**src/rtl/rsa_pkg.sv**
```systemverilog
// Package for the rectangle shelf allocator: shared types and constants.
// Used by the controller, the datapath and the top level.
`default_nettype none
package rsa_pkg;

    localparam int unsigned COORD_W = 13;
    localparam logic [COORD_W-1:0] SAT_COORD = 13'h1FFF;

    localparam logic [1:0] CFG_ATLAS_WIDTH  = 2'd0;
    localparam logic [1:0] CFG_ATLAS_HEIGHT = 2'd1;
    localparam logic [1:0] CFG_MIN_FREE     = 2'd2;

    typedef enum logic [3:0] {
        ST_IDLE,
        ST_SCAN,
        ST_SCAN_WAIT,
        ST_DECIDE,
        ST_ADD_A,
        ST_ADD_B,
        ST_SHIFT_RD,
        ST_SHIFT_WR,
        ST_SHELF,
        ST_RETRY,
        ST_OUT
    } t_state;

    // Commands from the controller to the datapath.
    typedef struct packed {
        logic load_req;
        logic scan_start;
        logic scan_step;
        logic add_a;
        logic add_b;
        logic shift_rd;
        logic shift_wr;
        logic shelf_place;
        logic shelf_close;
        logic set_grant;
        logic set_refuse;
    } t_cmd;

    // Status from the datapath to the controller.
    typedef struct packed {
        logic scan_hit;
        logic scan_end;
        logic too_tall;
        logic fits_shelf;
        logic shelf_open;
        logic full_after_close;
        logic shift_done;
    } t_status;

endpackage
`default_nettype wire

```
**src/rtl/rsa_ram.sv**
```systemverilog
// Generic single-write, single-read RAM with registered read data.
// No dependencies.
`default_nettype none
module rsa_ram #(
    parameter int unsigned WIDTH = 13,
    parameter int unsigned DEPTH = 32
) (
    input  wire logic                     i_clk,
    input  wire logic                     i_we,
    input  wire logic [$clog2(DEPTH)-1:0] i_waddr,
    input  wire logic [WIDTH-1:0]         i_wdata,
    input  wire logic [$clog2(DEPTH)-1:0] i_raddr,
    output logic      [WIDTH-1:0]         o_rdata
);
    logic [WIDTH-1:0] r_mem [DEPTH];

    always_ff @(posedge i_clk) begin
        if (i_we) begin
            r_mem[i_waddr] <= i_wdata;
        end
        o_rdata <= r_mem[i_raddr];
    end
endmodule
`default_nettype wire

```
**src/rtl/rsa_ctrl.sv**
```systemverilog
// Controller state machine of the rectangle shelf allocator.
// Depends on rsa_pkg; drives the datapath by command struct.
`default_nettype none
module rsa_ctrl
    import rsa_pkg::*;
(
    input  wire logic    i_clk,
    input  wire logic    i_rst_n,
    input  wire logic    i_in_valid,
    output logic         o_in_ready,
    output logic         o_out_valid,
    input  wire logic    i_out_ready,
    input  wire t_status i_status,
    output t_cmd         o_cmd
);
    t_state r_state, n_state;
    logic   r_attempt, n_attempt;

    always_ff @(posedge i_clk) begin
        if (!i_rst_n) begin
            r_state   <= ST_IDLE;
            r_attempt <= 1'b0;
        end else begin
            r_state   <= n_state;
            r_attempt <= n_attempt;
        end
    end

    always_comb begin
        n_state   = r_state;
        n_attempt = r_attempt;
        unique case (r_state)
            ST_IDLE: begin
                if (i_in_valid) begin
                    n_state   = ST_SCAN;
                    n_attempt = 1'b0;
                end
            end
            ST_SCAN:      n_state = ST_SCAN_WAIT;
            ST_SCAN_WAIT: begin
                if (i_status.scan_hit) begin
                    n_state = ST_ADD_A;
                end else if (i_status.scan_end) begin
                    n_state = ST_DECIDE;
                end
            end
            ST_ADD_A:     n_state = ST_ADD_B;
            ST_ADD_B:     n_state = ST_SHIFT_RD;
            ST_SHIFT_RD:  n_state = i_status.shift_done ? ST_OUT : ST_SHIFT_WR;
            ST_SHIFT_WR:  n_state = ST_SHIFT_RD;
            ST_DECIDE: begin
                if (i_status.too_tall) begin
                    n_state = ST_OUT;
                end else if (i_status.fits_shelf) begin
                    n_state = ST_OUT;
                end else if (!i_status.shelf_open) begin
                    n_state = ST_OUT;
                end else begin
                    n_state = ST_SHELF;
                end
            end
            ST_SHELF: begin
                if (i_status.full_after_close || r_attempt) begin
                    n_state = ST_OUT;
                end else begin
                    n_state   = ST_RETRY;
                    n_attempt = 1'b1;
                end
            end
            ST_RETRY:     n_state = ST_SCAN_WAIT;
            ST_OUT:       if (i_out_ready) n_state = ST_IDLE;
            default:      n_state = ST_IDLE;
        endcase
    end

    always_comb begin
        o_cmd       = '0;
        o_in_ready  = 1'b0;
        o_out_valid = 1'b0;
        unique case (r_state)
            ST_IDLE: begin
                o_in_ready       = 1'b1;
                o_cmd.load_req   = i_in_valid;
            end
            ST_SCAN:      o_cmd.scan_start = 1'b1;
            ST_SCAN_WAIT: o_cmd.scan_step  = !i_status.scan_hit && !i_status.scan_end;
            ST_ADD_A: begin
                o_cmd.add_a     = 1'b1;
                o_cmd.set_grant = 1'b1;
            end
            ST_ADD_B:     o_cmd.add_b    = 1'b1;
            ST_SHIFT_RD:  o_cmd.shift_rd = 1'b1;
            ST_SHIFT_WR:  o_cmd.shift_wr = 1'b1;
            ST_DECIDE: begin
                if (i_status.too_tall || (!i_status.fits_shelf && !i_status.shelf_open)) begin
                    o_cmd.set_refuse = 1'b1;
                end else if (i_status.fits_shelf) begin
                    o_cmd.shelf_place = 1'b1;
                end
            end
            ST_SHELF: begin
                o_cmd.shelf_close = 1'b1;
                // Either the atlas is full, or the single retry is already used.
                o_cmd.set_refuse  = i_status.full_after_close || r_attempt;
            end
            ST_RETRY:     o_cmd.scan_start = 1'b1;
            ST_OUT:       o_out_valid = 1'b1;
            default:      ;
        endcase
    end

    assert property (@(posedge i_clk) disable iff (!i_rst_n)
        o_in_ready |-> !o_out_valid)
        else $error("ready and result valid together");
    assert property (@(posedge i_clk) disable iff (!i_rst_n)
        (r_state == ST_SHELF && r_attempt) |=> r_state == ST_OUT)
        else $error("more than one shelf retry");
    assert property (@(posedge i_clk) disable iff (!i_rst_n)
        (o_out_valid && !i_out_ready) |=> o_out_valid)
        else $error("result dropped");
endmodule
`default_nettype wire

```
**src/rtl/rsa_dpath.sv**
```systemverilog
// Datapath of the rectangle shelf allocator: free-cell table, brush, shelf.
// Depends on rsa_pkg and rsa_ram; commanded by rsa_ctrl.
`default_nettype none
module rsa_dpath
    import rsa_pkg::*;
#(
    parameter int unsigned FREE_ENTRIES = 32
) (
    input  wire logic               i_clk,
    input  wire logic               i_rst_n,
    input  wire t_cmd               i_cmd,
    output t_status                 o_status,
    input  wire logic [COORD_W-1:0] i_req_width,
    input  wire logic [COORD_W-1:0] i_req_height,
    input  wire logic               i_cfg_we,
    input  wire logic [1:0]         i_cfg_index,
    input  wire logic [COORD_W-1:0] i_cfg_data,
    output logic                    o_granted,
    output logic [COORD_W-1:0]      o_left_edge,
    output logic [COORD_W-1:0]      o_right_edge,
    output logic [COORD_W-1:0]      o_top_edge,
    output logic [COORD_W-1:0]      o_bottom_edge
);
    localparam int unsigned AW = $clog2(FREE_ENTRIES);
    localparam int unsigned CW = $clog2(FREE_ENTRIES + 1);
    localparam int unsigned RW = 4 * COORD_W;
    localparam logic [CW-1:0] FULL = CW'(FREE_ENTRIES);
    localparam int unsigned SW = COORD_W + 2;

    logic [COORD_W-1:0] r_atlas_w, r_atlas_h, r_min_free;
    logic [COORD_W-1:0] r_w, r_h;
    logic [CW-1:0]      r_count;
    logic [COORD_W-1:0] r_brush_x, r_brush_y, r_shelf_h;
    logic               r_shelf_open;
    logic [CW-1:0]      r_idx;
    logic               r_rd_valid;
    logic [COORD_W-1:0] r_hx, r_hy, r_hw, r_hh;
    logic [CW-1:0]      r_hit_idx;
    logic               r_granted;
    logic [COORD_W-1:0] r_left, r_top;

    logic               we;
    logic [AW-1:0]      waddr, raddr;
    logic [RW-1:0]      wdata, rdata;
    logic [COORD_W-1:0] rx, ry, rw, rh;

    rsa_ram #(.WIDTH(RW), .DEPTH(FREE_ENTRIES)) u_cells (
        .i_clk  (i_clk),
        .i_we   (we),
        .i_waddr(waddr),
        .i_wdata(wdata),
        .i_raddr(raddr),
        .o_rdata(rdata)
    );
    assign {rx, ry, rw, rh} = rdata;

    // Signed extended values for cell-size checks.
    function automatic logic signed [SW-1:0] sx(input logic [COORD_W-1:0] v);
        return $signed({2'b00, v});
    endfunction

    logic signed [SW-1:0] cand_x, cand_y, cand_w, cand_h;
    logic                 keep;
    logic signed [SW-1:0] restw, resth;

    assign restw = sx(r_atlas_w) - sx(r_brush_x);
    assign resth = sx(r_atlas_h) - sx(r_brush_y);

    logic hit_now;
    assign hit_now = r_rd_valid && (rw >= r_w) && (rh >= r_h);

    logic [COORD_W:0] new_by;
    assign new_by = {1'b0, r_brush_y} + {1'b0, r_shelf_h};
    logic [COORD_W-1:0] sat_by;
    assign sat_by = new_by[COORD_W] ? SAT_COORD : new_by[COORD_W-1:0];

    always_comb begin
        cand_x = sx(r_hx);
        cand_y = sx(r_hy) + sx(r_h);
        cand_w = sx(r_w);
        cand_h = sx(r_hh) - sx(r_h);
        if (i_cmd.add_b) begin
            cand_x = sx(r_hx) + sx(r_w);
            cand_y = sx(r_hy);
            cand_w = sx(r_hw) - sx(r_w);
            cand_h = sx(r_hh);
        end else if (i_cmd.shelf_place) begin
            cand_x = sx(r_brush_x);
            cand_y = sx(r_brush_y) + sx(r_h);
            cand_w = sx(r_w);
            cand_h = (r_shelf_open ? sx(r_shelf_h) : sx(r_h)) - sx(r_h);
        end else if (i_cmd.shelf_close) begin
            cand_x = sx(r_brush_x);
            cand_y = sx(r_brush_y);
            cand_w = restw;
            cand_h = sx(r_shelf_h);
        end
        keep = !(cand_w < sx(r_min_free)) && !(cand_h < sx(r_min_free)) && (r_count < FULL);
    end

    logic add_any;
    assign add_any = i_cmd.add_a || i_cmd.add_b || i_cmd.shelf_place || i_cmd.shelf_close;

    always_comb begin
        we    = 1'b0;
        waddr = r_count[AW-1:0];
        wdata = {cand_x[COORD_W-1:0], cand_y[COORD_W-1:0],
                 cand_w[COORD_W-1:0], cand_h[COORD_W-1:0]};
        if (add_any && keep) begin
            we = 1'b1;
        end else if (i_cmd.shift_wr) begin
            we    = 1'b1;
            waddr = r_idx[AW-1:0];
            wdata = rdata;
        end
    end

    // Read address: a scan starts at entry 0 and then walks r_idx;
    // compaction reads entry r_idx + 1.
    logic [CW-1:0] idx_p1;
    assign idx_p1 = r_idx + CW'(1);
    always_comb begin
        raddr = r_idx[AW-1:0];
        if (i_cmd.scan_start) begin
            raddr = '0;
        end else if (i_cmd.shift_rd && idx_p1 < FULL) begin
            raddr = idx_p1[AW-1:0];
        end
    end

    assign o_status.scan_hit         = hit_now;
    assign o_status.scan_end         = !r_rd_valid;
    assign o_status.too_tall         = sx(r_h) > resth;
    assign o_status.fits_shelf       = !(sx(r_w) > restw) && (!r_shelf_open || r_h <= r_shelf_h);
    assign o_status.shelf_open       = r_shelf_open;
    assign o_status.full_after_close = sat_by >= r_atlas_h;
    assign o_status.shift_done       = !(idx_p1 < r_count) || !(idx_p1 < FULL);

    always_ff @(posedge i_clk) begin
        if (!i_rst_n) begin
            r_atlas_w    <= COORD_W'(1024);
            r_atlas_h    <= COORD_W'(1024);
            r_min_free   <= COORD_W'(8);
            r_count      <= '0;
            r_brush_x    <= '0;
            r_brush_y    <= '0;
            r_shelf_h    <= '0;
            r_shelf_open <= 1'b0;
            r_rd_valid   <= 1'b0;
            r_idx        <= '0;
            r_granted    <= 1'b0;
        end else begin
            if (i_cfg_we) begin
                case (i_cfg_index)
                    CFG_ATLAS_WIDTH:  r_atlas_w  <= i_cfg_data;
                    CFG_ATLAS_HEIGHT: r_atlas_h  <= i_cfg_data;
                    CFG_MIN_FREE:     r_min_free <= i_cfg_data;
                    default:          ;
                endcase
            end
            if (add_any && keep) begin
                r_count <= r_count + CW'(1);
            end
            if (i_cmd.scan_start) begin
                r_idx      <= CW'(1);
                r_rd_valid <= (r_count != '0);
            end else if (i_cmd.scan_step) begin
                r_idx      <= idx_p1;
                r_rd_valid <= (r_idx < r_count) && (r_idx < FULL);
            end
            if (i_cmd.set_grant) begin
                r_idx <= r_hit_idx;
            end
            if (i_cmd.shift_rd && o_status.shift_done) begin
                r_count <= r_count - CW'(1);
            end
            if (i_cmd.shift_wr) begin
                r_idx <= idx_p1;
            end
            if (i_cmd.shelf_place) begin
                if (!r_shelf_open) begin
                    r_shelf_open <= 1'b1;
                    r_shelf_h    <= r_h;
                end
                r_brush_x <= r_brush_x + r_w;
                r_granted <= 1'b1;
                r_left    <= r_brush_x;
                r_top     <= r_brush_y;
            end
            if (i_cmd.shelf_close) begin
                r_brush_x    <= '0;
                r_brush_y    <= sat_by;
                r_shelf_h    <= '0;
                r_shelf_open <= 1'b0;
            end
            if (i_cmd.set_grant) begin
                r_granted <= 1'b1;
                r_left    <= r_hx;
                r_top     <= r_hy;
            end
            if (i_cmd.set_refuse) begin
                r_granted <= 1'b0;
            end
            if (i_cmd.load_req) begin
                r_granted <= 1'b0;
            end
        end
    end

    // Latch the request size on load, and the hit cell; the scan index has already moved one past it.
    always_ff @(posedge i_clk) begin
        if (i_cmd.load_req) begin
            r_w <= i_req_width;
            r_h <= i_req_height;
        end
        if (hit_now && !i_cmd.add_a && !i_cmd.add_b && !i_cmd.shift_rd
            && !i_cmd.shift_wr) begin
            r_hx      <= rx;
            r_hy      <= ry;
            r_hw      <= rw;
            r_hh      <= rh;
            r_hit_idx <= r_idx - CW'(1);
        end
    end

    assign o_granted     = r_granted;
    assign o_left_edge   = r_granted ? r_left : '0;
    assign o_right_edge  = r_granted ? r_left + r_w : '0;
    assign o_top_edge    = r_granted ? r_top : '0;
    assign o_bottom_edge = r_granted ? r_top + r_h : '0;

    assert property (@(posedge i_clk) disable iff (!i_rst_n) r_count <= FULL)
        else $error("free table count overflow");
    assert property (@(posedge i_clk) disable iff (!i_rst_n)
        (add_any && keep) |=> r_count == $past(r_count) + CW'(1))
        else $error("append did not bump count");
    assert property (@(posedge i_clk) disable iff (!i_rst_n)
        !(i_cmd.shelf_place && i_cmd.shelf_close))
        else $error("place and close together");
endmodule
`default_nettype wire

```
**src/rtl/rectangle_shelf_allocator.sv**
```systemverilog
// Top level of the rectangle shelf allocator: one request in, one result out.
// A request scans the free cells in turn; a taken cell is followed by compaction of the
// table, and a shelf change adds a second scan. One request in flight; the next is
// accepted in the cycle after the result is taken. The scan runs through one RAM read port.
// Reset (synchronous, active low) empties the table and shelf, loads atlas 1024 x 1024, min 8.
`default_nettype none
module rectangle_shelf_allocator
    import rsa_pkg::*;
#(
    parameter int unsigned FREE_ENTRIES = 32
) (
    input  wire logic               i_clk,
    input  wire logic               i_rst_n,
    input  wire logic               i_in_valid,
    output logic                    o_in_ready,
    input  wire logic [COORD_W-1:0] i_req_width,
    input  wire logic [COORD_W-1:0] i_req_height,
    output logic                    o_out_valid,
    input  wire logic               i_out_ready,
    output logic                    o_granted,
    output logic [COORD_W-1:0]      o_left_edge,
    output logic [COORD_W-1:0]      o_right_edge,
    output logic [COORD_W-1:0]      o_top_edge,
    output logic [COORD_W-1:0]      o_bottom_edge,
    input  wire logic               i_cfg_valid,
    output logic                    o_cfg_ready,
    input  wire logic [1:0]         i_cfg_index,
    input  wire logic [COORD_W-1:0] i_cfg_data
);
    t_cmd    cmd;
    t_status status;

    assign o_cfg_ready = 1'b1;

    rsa_ctrl u_ctrl (
        .i_clk      (i_clk),
        .i_rst_n    (i_rst_n),
        .i_in_valid (i_in_valid),
        .o_in_ready (o_in_ready),
        .o_out_valid(o_out_valid),
        .i_out_ready(i_out_ready),
        .i_status   (status),
        .o_cmd      (cmd)
    );

    rsa_dpath #(.FREE_ENTRIES(FREE_ENTRIES)) u_dpath (
        .i_clk        (i_clk),
        .i_rst_n      (i_rst_n),
        .i_cmd        (cmd),
        .o_status     (status),
        .i_req_width  (i_req_width),
        .i_req_height (i_req_height),
        .i_cfg_we     (i_cfg_valid),
        .i_cfg_index  (i_cfg_index),
        .i_cfg_data   (i_cfg_data),
        .o_granted    (o_granted),
        .o_left_edge  (o_left_edge),
        .o_right_edge (o_right_edge),
        .o_top_edge   (o_top_edge),
        .o_bottom_edge(o_bottom_edge)
    );
endmodule
`default_nettype wire
```
**config.mk**
```make
export PLATFORM = sky130hd
export DESIGN_NAME = rectangle_shelf_allocator
export DESIGN_NICKNAME = d
export VERILOG_FILES = /design/src/rtl/rsa_pkg.sv /design/src/rtl/rsa_ram.sv /design/src/rtl/rsa_ctrl.sv /design/src/rtl/rsa_dpath.sv /design/src/rtl/rectangle_shelf_allocator.sv
export SDC_FILE = /design/constraint.sdc
export NUM_CORES = 2
export LEC_CHECK = 0
export ABC_AREA = 1
export BUFFER_PORTS_ARGS = -buffer_cell sky130_fd_sc_hd__buf_4
export CORE_MARGIN = 2
export CORE_UTILIZATION = 60
export DETAILED_ROUTE_END_ITERATION = 6
export PLACE_DENSITY = 0.76
export SETUP_SLACK_MARGIN = 0.3
export SYNTH_ARGS = -nofsm -noshare
export SYNTH_HDL_FRONTEND = slang
export SYNTH_SLANG_ARGS = --single-unit
export TNS_END_PERCENT = 50
```
**constraint.sdc**
```tcl
create_clock -name i_clk -period 18.6 [get_ports i_clk]
set_input_delay 2.79 -clock i_clk [delete_from_list [all_inputs] [get_ports i_clk]]
set_output_delay 2.79 -clock i_clk [all_outputs]
set_load 0.005 [all_outputs]
```
# After elaboration in Yosys (flattened, before gate mapping)
# Memories as Yosys holds them, arrays and structs flattened. A register that Yosys moved wholly into a read port is not among the register bits.
# Cells that the tools add are included.
# Widths: inputs -> output; s select.
dict set report totals {
  ramBits 1664
  reg_bits 208
  romBits 0
  n_memories 1
  latch_bits 0
}
dict set report op_classes {
  bitwise_logic 2
  n_mux 70
  reduce_logical 53
  add_sub_neg 16
  magnitude_cmp 13
  mul 0
  n_div 0
  n_eq_ne 16
  shifts 0
}
# memory depth width rd rd_ports_with_merged_regs wr line_no
set mem_list {}
lappend mem_list {u_dpath.u_cells.r_mem 32 52 1 1 1 rsa_ram.sv:15} ;# logic [WIDTH-1:0] r_mem [DEPTH];
# op n
set op_table {}
lappend op_table {{$mux 13} 16}
lappend op_table {{$mux 52} 2}
lappend op_table {{$mux 15} 6}
lappend op_table {{$add 13x13->13} 6}
lappend op_table {{$sub 13x13->14} 4}
lappend op_table {{$ge 13x13->1} 3}
lappend op_table {{$mux 6} 6}
lappend op_table {{$pmux 4 s9} 1}
lappend op_table {{$gt 14x15->1} 2}
lappend op_table {{$lt 15x14->1} 2}
lappend op_table {{$mux 4} 7}
lappend op_table {{$mux 1} 24}
lappend op_table {{$mux 5} 4}
lappend op_table {{$lt 6x6->1 const B} 3}
lappend op_table {{$eq 4x3->1 const B} 4}
lappend op_table {{$logic_and 1x1->1} 15}
lappend op_table {{$sub 15x14->15} 1}
lappend op_table {{$add 13x13->14} 1}
lappend op_table {{$le 13x13->1} 1}
lappend op_table {{$add 6x1->6 const B} 2}
lappend op_table {{$eq 4x4->1 const B} 3}
lappend op_table {{$logic_not 1->1} 12}
lappend op_table {{$lt 6x6->1} 2}
lappend op_table {{$sub 6x1->6 const B} 2}
lappend op_table {{19 further kinds} 41}

# Depth between registers and ports, before layout
dict set report depth {
  depth_word 19
  mapped_depth 43
}

# Modules after synthesis
# Synthesis repeated with hierarchy kept, for this count alone.
dict set report hier_totals {
  cells_unflattened 8492
  area_unflattened_um2 87875.5
}
# mod instances seq_area_each_um2 cells_each area_per_inst_um2
set by_module_without_submodules {}
lappend by_module_without_submodules {rsa_ram 1 51008.9 5714 68210.4}
lappend by_module_without_submodules {rsa_dpath 1 5165.0 2690 19175.9}
lappend by_module_without_submodules {rsa_ctrl 1 100.1 86 478.0}
lappend by_module_without_submodules {rectangle_shelf_allocator 1 0.0 2 11.3}

# Worst setup path before layout
# No wires, ideal clock.
dict set report synth_path {
  path_kind {flip-flop to flip-flop}
  from {reg u_dpath.r_atlas_h[0]}
  to {mem u_dpath.u_cells.r_mem[16][0] (netlist bit) (enable)}
  required_ns 18.138
  stages_incl_launch_ff 41
  path_buffers 2
  slack_ns 10.916
  setup_ns 0.462
  arrival_time_ns 7.222
  path_cell_list {dfxtp_1 inv_1 ha_1 fa_1 o21ai_0 a21oi_1 o21ai_0 a21oi_1 o21bai_1 a21o_1 a21o_1 a21oi_1 nor2_1 nor2_1 xor2_1 ha_1 nand2_1 nor2_1 [5 not listed] buf_2 nand2_2 inv_2 buf_2 a221oi_1 o21ai_1 nand2_1 ha_1 a21oi_1 nor2_1 a211oi_1 o211ai_1 inv_1 nand2_1 nand2_2 nand2_4 nand3_1 nor2_1}
}
dict set report synth_via {
  elab_chain_cells 15
  elab_cells_between_ends 22
  cone_classes {add/sub (1); order compare (3); mux (10); reduce/logical (8)}
}
# item line_no
set synth_lines {}
lappend synth_lines {{start, declared} rsa_dpath.sv:30} ;# logic [COORD_W-1:0] r_atlas_w, r_atlas_h, r_min_free;
lappend synth_lines {{start signal, assigned} rsa_dpath.sv:156} ;# CFG_ATLAS_HEIGHT: r_atlas_h <= i_cfg_data;
lappend synth_lines {{$sub 13x13->14 *} rsa_dpath.sv:67} ;# assign resth = sx(r_atlas_h) - sx(r_brush_y);
lappend synth_lines {{$gt 14x15->1 *} rsa_dpath.sv:133} ;# assign o_status.too_tall = sx(r_h) > resth;
lappend synth_lines {{$logic_or 1x1->1 *} rsa_ctrl.sv:95} ;# if (i_status.too_tall || (!i_status.fits_shelf && !i_status.shelf_open)) begin
lappend synth_lines {{$mux 1 *} rsa_ctrl.sv:95}
lappend synth_lines {{$mux 1 *} rsa_ctrl.sv:80} ;# unique case (r_state)
lappend synth_lines {{$mux 15} rsa_dpath.sv:87} ;# end else if (i_cmd.shelf_place) begin
lappend synth_lines {{$mux 15} rsa_dpath.sv:82} ;# if (i_cmd.add_b) begin
lappend synth_lines {{$lt 15x14->1} rsa_dpath.sv:98} ;# keep = !(cand_w < sx(r_min_free)) && !(cand_h < sx(r_min_free)) && (r_count < FULL);
lappend synth_lines {{$logic_not 1->1} rsa_dpath.sv:98}
lappend synth_lines {{$logic_and 1x1->1 (2 in a row)} rsa_dpath.sv:98}
lappend synth_lines {{$logic_and 1x1->1 *} rsa_dpath.sv:109} ;# if (add_any && keep) begin
lappend synth_lines {{$mux 1} rsa_dpath.sv:109}
lappend synth_lines {{$mux 1} rsa_ram.sv:18} ;# if (i_we) begin
lappend synth_lines {{$mux 1 (not written as such)} rsa_ram.sv:19} ;# r_mem[i_waddr] <= i_wdata;
lappend synth_lines {{end, declared} rsa_ram.sv:15}
# Every way passes the cells marked *; elsewhere a longest branch is shown, timed or not.

# Worst setup path in the final report
dict set report layout_path {
  from {reg u_dpath.r_brush_y[0]}
  to {mem u_dpath.u_cells.r_mem[31][34] (netlist bit) (enable)}
}
dict set report layout_via {
  elab_chain_cells 15
  elab_cells_between_ends 22
  cone_classes {add/sub (1); order compare (3); mux (10); reduce/logical (8)}
}
# item line_no
set layout_lines {}
lappend layout_lines {{start, declared} rsa_dpath.sv:33} ;# logic [COORD_W-1:0] r_brush_x, r_brush_y, r_shelf_h;
lappend layout_lines {{start signal, assigned} rsa_dpath.sv:192} ;# r_brush_y <= sat_by;
lappend layout_lines {{$sub 13x13->14 *} rsa_dpath.sv:67}
lappend layout_lines {{$gt 14x15->1 *} rsa_dpath.sv:133}
lappend layout_lines {{$logic_or 1x1->1 *} rsa_ctrl.sv:95}
lappend layout_lines {{$mux 1 *} rsa_ctrl.sv:95}
lappend layout_lines {{$mux 1 *} rsa_ctrl.sv:80}
lappend layout_lines {{$mux 15} rsa_dpath.sv:87}
lappend layout_lines {{$mux 15} rsa_dpath.sv:82}
lappend layout_lines {{$lt 15x14->1} rsa_dpath.sv:98}
lappend layout_lines {{$logic_not 1->1} rsa_dpath.sv:98}
lappend layout_lines {{$logic_and 1x1->1 (2 in a row)} rsa_dpath.sv:98}
lappend layout_lines {{$logic_and 1x1->1 *} rsa_dpath.sv:109}
lappend layout_lines {{$mux 1} rsa_dpath.sv:109}
lappend layout_lines {{$mux 1} rsa_ram.sv:18}
lappend layout_lines {{$mux 1 (not written as such)} rsa_ram.sv:19}
# Marked as above.

==> flow_metrics.tcl <==
set metrics [dict create \
    status "finished clean" \
    ir_drop_v 0.000134 \
    cts-root-buf "clkbuf_16" \
    synth_area_leader_cell "edfxtp_1" \
    synth_area_leaders "edfxtp_1, nand2_1, a21oi_1, ha_1, dfxtp_1" \
    post_cts_resized 0 \
    syn_inst 7472 \
    slowest_stage "nor2_4" \
    synthTopCellsByCount "nand2_1, edfxtp_1, a21oi_1, inv_1, o21ai_0" \
    critPathMaxStageDelay_ns 0.97 \
    top_register "u_dpath.u_cells.r_mem" \
    fillers 10100 \
    avgViaCountPerCell 6.39 \
    cts_buffers 189 \
    cts_tree "built" \
    area_growth_syn_to_layout_pct 10.4 \
    timing.hold.ws_ns 0.433 \
    endpoint_kind "flop" \
    syn-mean-instance-area_um2 11.5 \
    grt_max_degree 190 \
    synth_cell_types 60 \
    place_inst 9155 \
    finalSetupTns_ns 0 \
    cp_num_cells 38 \
    final_cell_area_um2 94800 \
    skew_ns 0.0549 \
    mappedNetlistNets 7799 \
    hold_viol 0 \
    synthArstFlopShare_pct 0 \
    dp_hpwl_mm 150 \
    clk_pin_slew_ns 0.07 \
    ys_seq_area_share_pct 65.5 \
    p_leak_uw 0.0348 \
    critPathLaunchType "flop" \
    nets 7783 \
    stdcell_count 9503 \
    grt-ovfl-total 0 \
    cp_common_cell "nand2_1" \
    start_util_pct 60.6 \
    setup_viol 0 \
    ys_ff_latch 1924 \
    fmax_mhz 111 \
    clockBufferDepth 3 \
    hp-class "reg -> reg" \
    grt_pass1_vias 57500 \
    reg2reg_from "u_dpath.r_brush_y[0]" \
    cp_top_family "simple AND/OR/NAND/NOR gates" \
    worstRegToRegCells 38 \
    rsz0062_at_grt "false" \
    powerDensity_nw_per_um2 150 \
    largest_reg_flops 1664 \
    reg2reg_slack_ns 9.58 \
    die_area_um2 146000 \
    dpl_cell_area_um2 88600 \
    wirelength_mm 247 \
    synth_flop_cell "edfxtp_1" \
    io_pins 102 \
    synth-edff-count 1774 \
    cp.arrival_ns 9.51 \
    vias 60800 \
    wl_per_cell_um 26.0 \
    synth_top_area_share_pct 62.0 \
    grt_pass1_wl_mm 365 \
    routabilityCongestion 0.977 \
    seqCellArea_um2 56300 \
    period_share_pct 48.5 \
    core_um2 142000 \
    drive_above_1_share_pct 7.97 \
    clock-sinks 1924 \
    clk_latency_ns 0.87 \
    rows 138 \
    yosys_warnings 0 \
    crit_path_end "u_dpath.u_cells.r_mem[31][34]" \
    cts_setup_buffers 0 \
    antenna_left 0 \
    initialDrtViolationCount 7998 \
    die_w_um 382 \
    drv_slew 0 \
    firstDrtPassIters 6 \
    htree_levels 4 \
    syn_area_um2 85900 \
    r2r-end "u_dpath.u_cells.r_mem[31][34]" \
    worst_pin_slew_ns 1.42 \
    yosysMostFrequentCell "nand2_1" \
    portBuffers 100 \
    reg_top3 "u_dpath.u_cells.r_mem x1664, u_dpath.u_cells.o_rdata x52" \
    die_h_um 382 \
    drv_cap 0 \
    grt_util_all_layers_pct 33.3 \
    crit_buf_inv 3 \
    antenna_found_initial 13 \
    multi_input_area_um2 26900 \
    criticalPathCategory "reg -> reg" \
    worstSetupStartpoint "u_dpath.r_brush_y[0]" \
    finalPower_uw 14200 \
    critPathMaxFanout 30 \
    drc 0 \
    crit_required_ns 19.09 \
    slew_headroom_pct 5.41 \
    ctsHoldBuffers 0 \
    period_minus_slack_ns 9.02 \
]
[placed cells by master (no fill, tap or decap), drive strengths merged, types with 6 or more instances in the layout]
| cell type | Yosys | routed |
|---|---|---|
| xnor2 | 32 | 32 |
| clkinvlp | 0 | 6 |
| a21oi | 695 | 695 |
| inv | 357 | 367 |
| edfxtp | 1774 | 1774 |
| a21boi | 161 | 161 |
| o311ai | 158 | 158 |
| ha | 268 | 268 |
| bufinv | 0 | 15 |
| nor3 | 15 | 15 |
| clkinv | 4 | 65 |
| clkbuf | 180 | 255 |
| nand3 | 112 | 112 |
| dfxtp | 150 | 150 |
| o22ai | 21 | 21 |
| o21bai | 22 | 22 |
| a32oi | 52 | 52 |
| o211ai | 69 | 69 |
| o21a | 58 | 58 |
| xor2 | 56 | 56 |
| or2 | 14 | 14 |
| a31oi | 20 | 20 |
| nand2 | 2191 | 2191 |
| o2111ai | 7 | 7 |
| a21o | 18 | 18 |
| nor2 | 231 | 231 |
| a211oi | 9 | 9 |
| nand4 | 12 | 12 |
| a221oi | 8 | 8 |
| fa | 13 | 13 |
| a22oi | 6 | 6 |
| o21ai | 278 | 278 |
| a32o | 209 | 209 |
| buf | 245 | 218 |
[layout make-up]
type | instances | area share, %
well taps | 1890 | 2.49
inverters | 361 | 1.45
multi-input cells | 4762 | 28.3
clock buffers | 255 | 5.45
flip-flops and latches | 1924 | 59.3
clock inverters | 92 | 1.16
repair buffers | 218 | 1.77
diodes | 1 | 0.00264
[report_power, final]
group          switching (µW)  leakage (µW)  internal, µW
Sequential                172        0.0172          5360
Clock                    1670       0.00304          2180
Combinational            3470        0.0145          1380
[worst register-to-register path, delay by kind of cell (launching register included)]
kind / cells / cell delay, ns
AO/OA/AOI/OAI: 12 / 2.16
XOR/XNOR: 1 / 0.13
adder cells (fa/ha/maj): 4 / 1.19
buffers and inverters: 3 / 1.02
flip-flops: 1 / 0.35
AND/OR/NAND/NOR: 18 / 3.81
[kinds of logic (layout without fill, tap and decap cells)]
kind of cell             after synthesis  in the layout  share of synthesized area [%]
AND/OR/NAND/NOR                     2587           2587                           11.7
flip-flops                          1924           1924                           65.5
AO/OA/AOI/OAI                       1805           1805                           13.8
buffers and inverters                786            926                           3.81
adder cells (fa/ha/maj)              281            281                           4.21
XOR/XNOR                              88             88                          0.919
other                                  1              2                        0.00437
[through the flow]
stage | setup slack, ns | utilization [%]
3_3_place_gp | 9.71 | 62.5
6_report | 9.58 | 66.9
3_5_place_dp | 9.63 | 62.5
5_1_grt | 8.96 | 66.9
2_1_floorplan | 10.92 | -
4_1_cts | 9.66 | 66.9
[metal layers]
| metal | GRT usage, % | up-vias | part of all wire (%) |
|---|---|---|---|
| met5 | 0 | - | 0.019 |
| met4 | 13.8 | 6 | 4.1 |
| met1 | 47.1 | 29600 | 39 |
| met3 | 6.24 | 579 | 11 |
| li1 | - | 26900 | - |
| met2 | 51.3 | 3645 | 46 |
[worst min-delay path by stage]
stage                                      startpoint         endpoint  slack, ns  cells after the start
after floorplan           u_dpath.u_cells.o_rdata[13]  u_dpath.r_hw[0]       0.41                      0
after global placement    u_dpath.u_cells.o_rdata[34]  u_dpath.r_hy[8]       0.41                      0
after detailed placement  u_dpath.u_cells.o_rdata[42]  u_dpath.r_hx[3]       0.42                      0
after CTS                 u_dpath.u_cells.o_rdata[42]  u_dpath.r_hx[3]       0.43                      0
after global routing      u_dpath.u_cells.o_rdata[34]  u_dpath.r_hy[8]       0.45                      0
final                     u_dpath.u_cells.o_rdata[42]  u_dpath.r_hx[3]       0.43                      0
(Power assumes the default switching activity.)
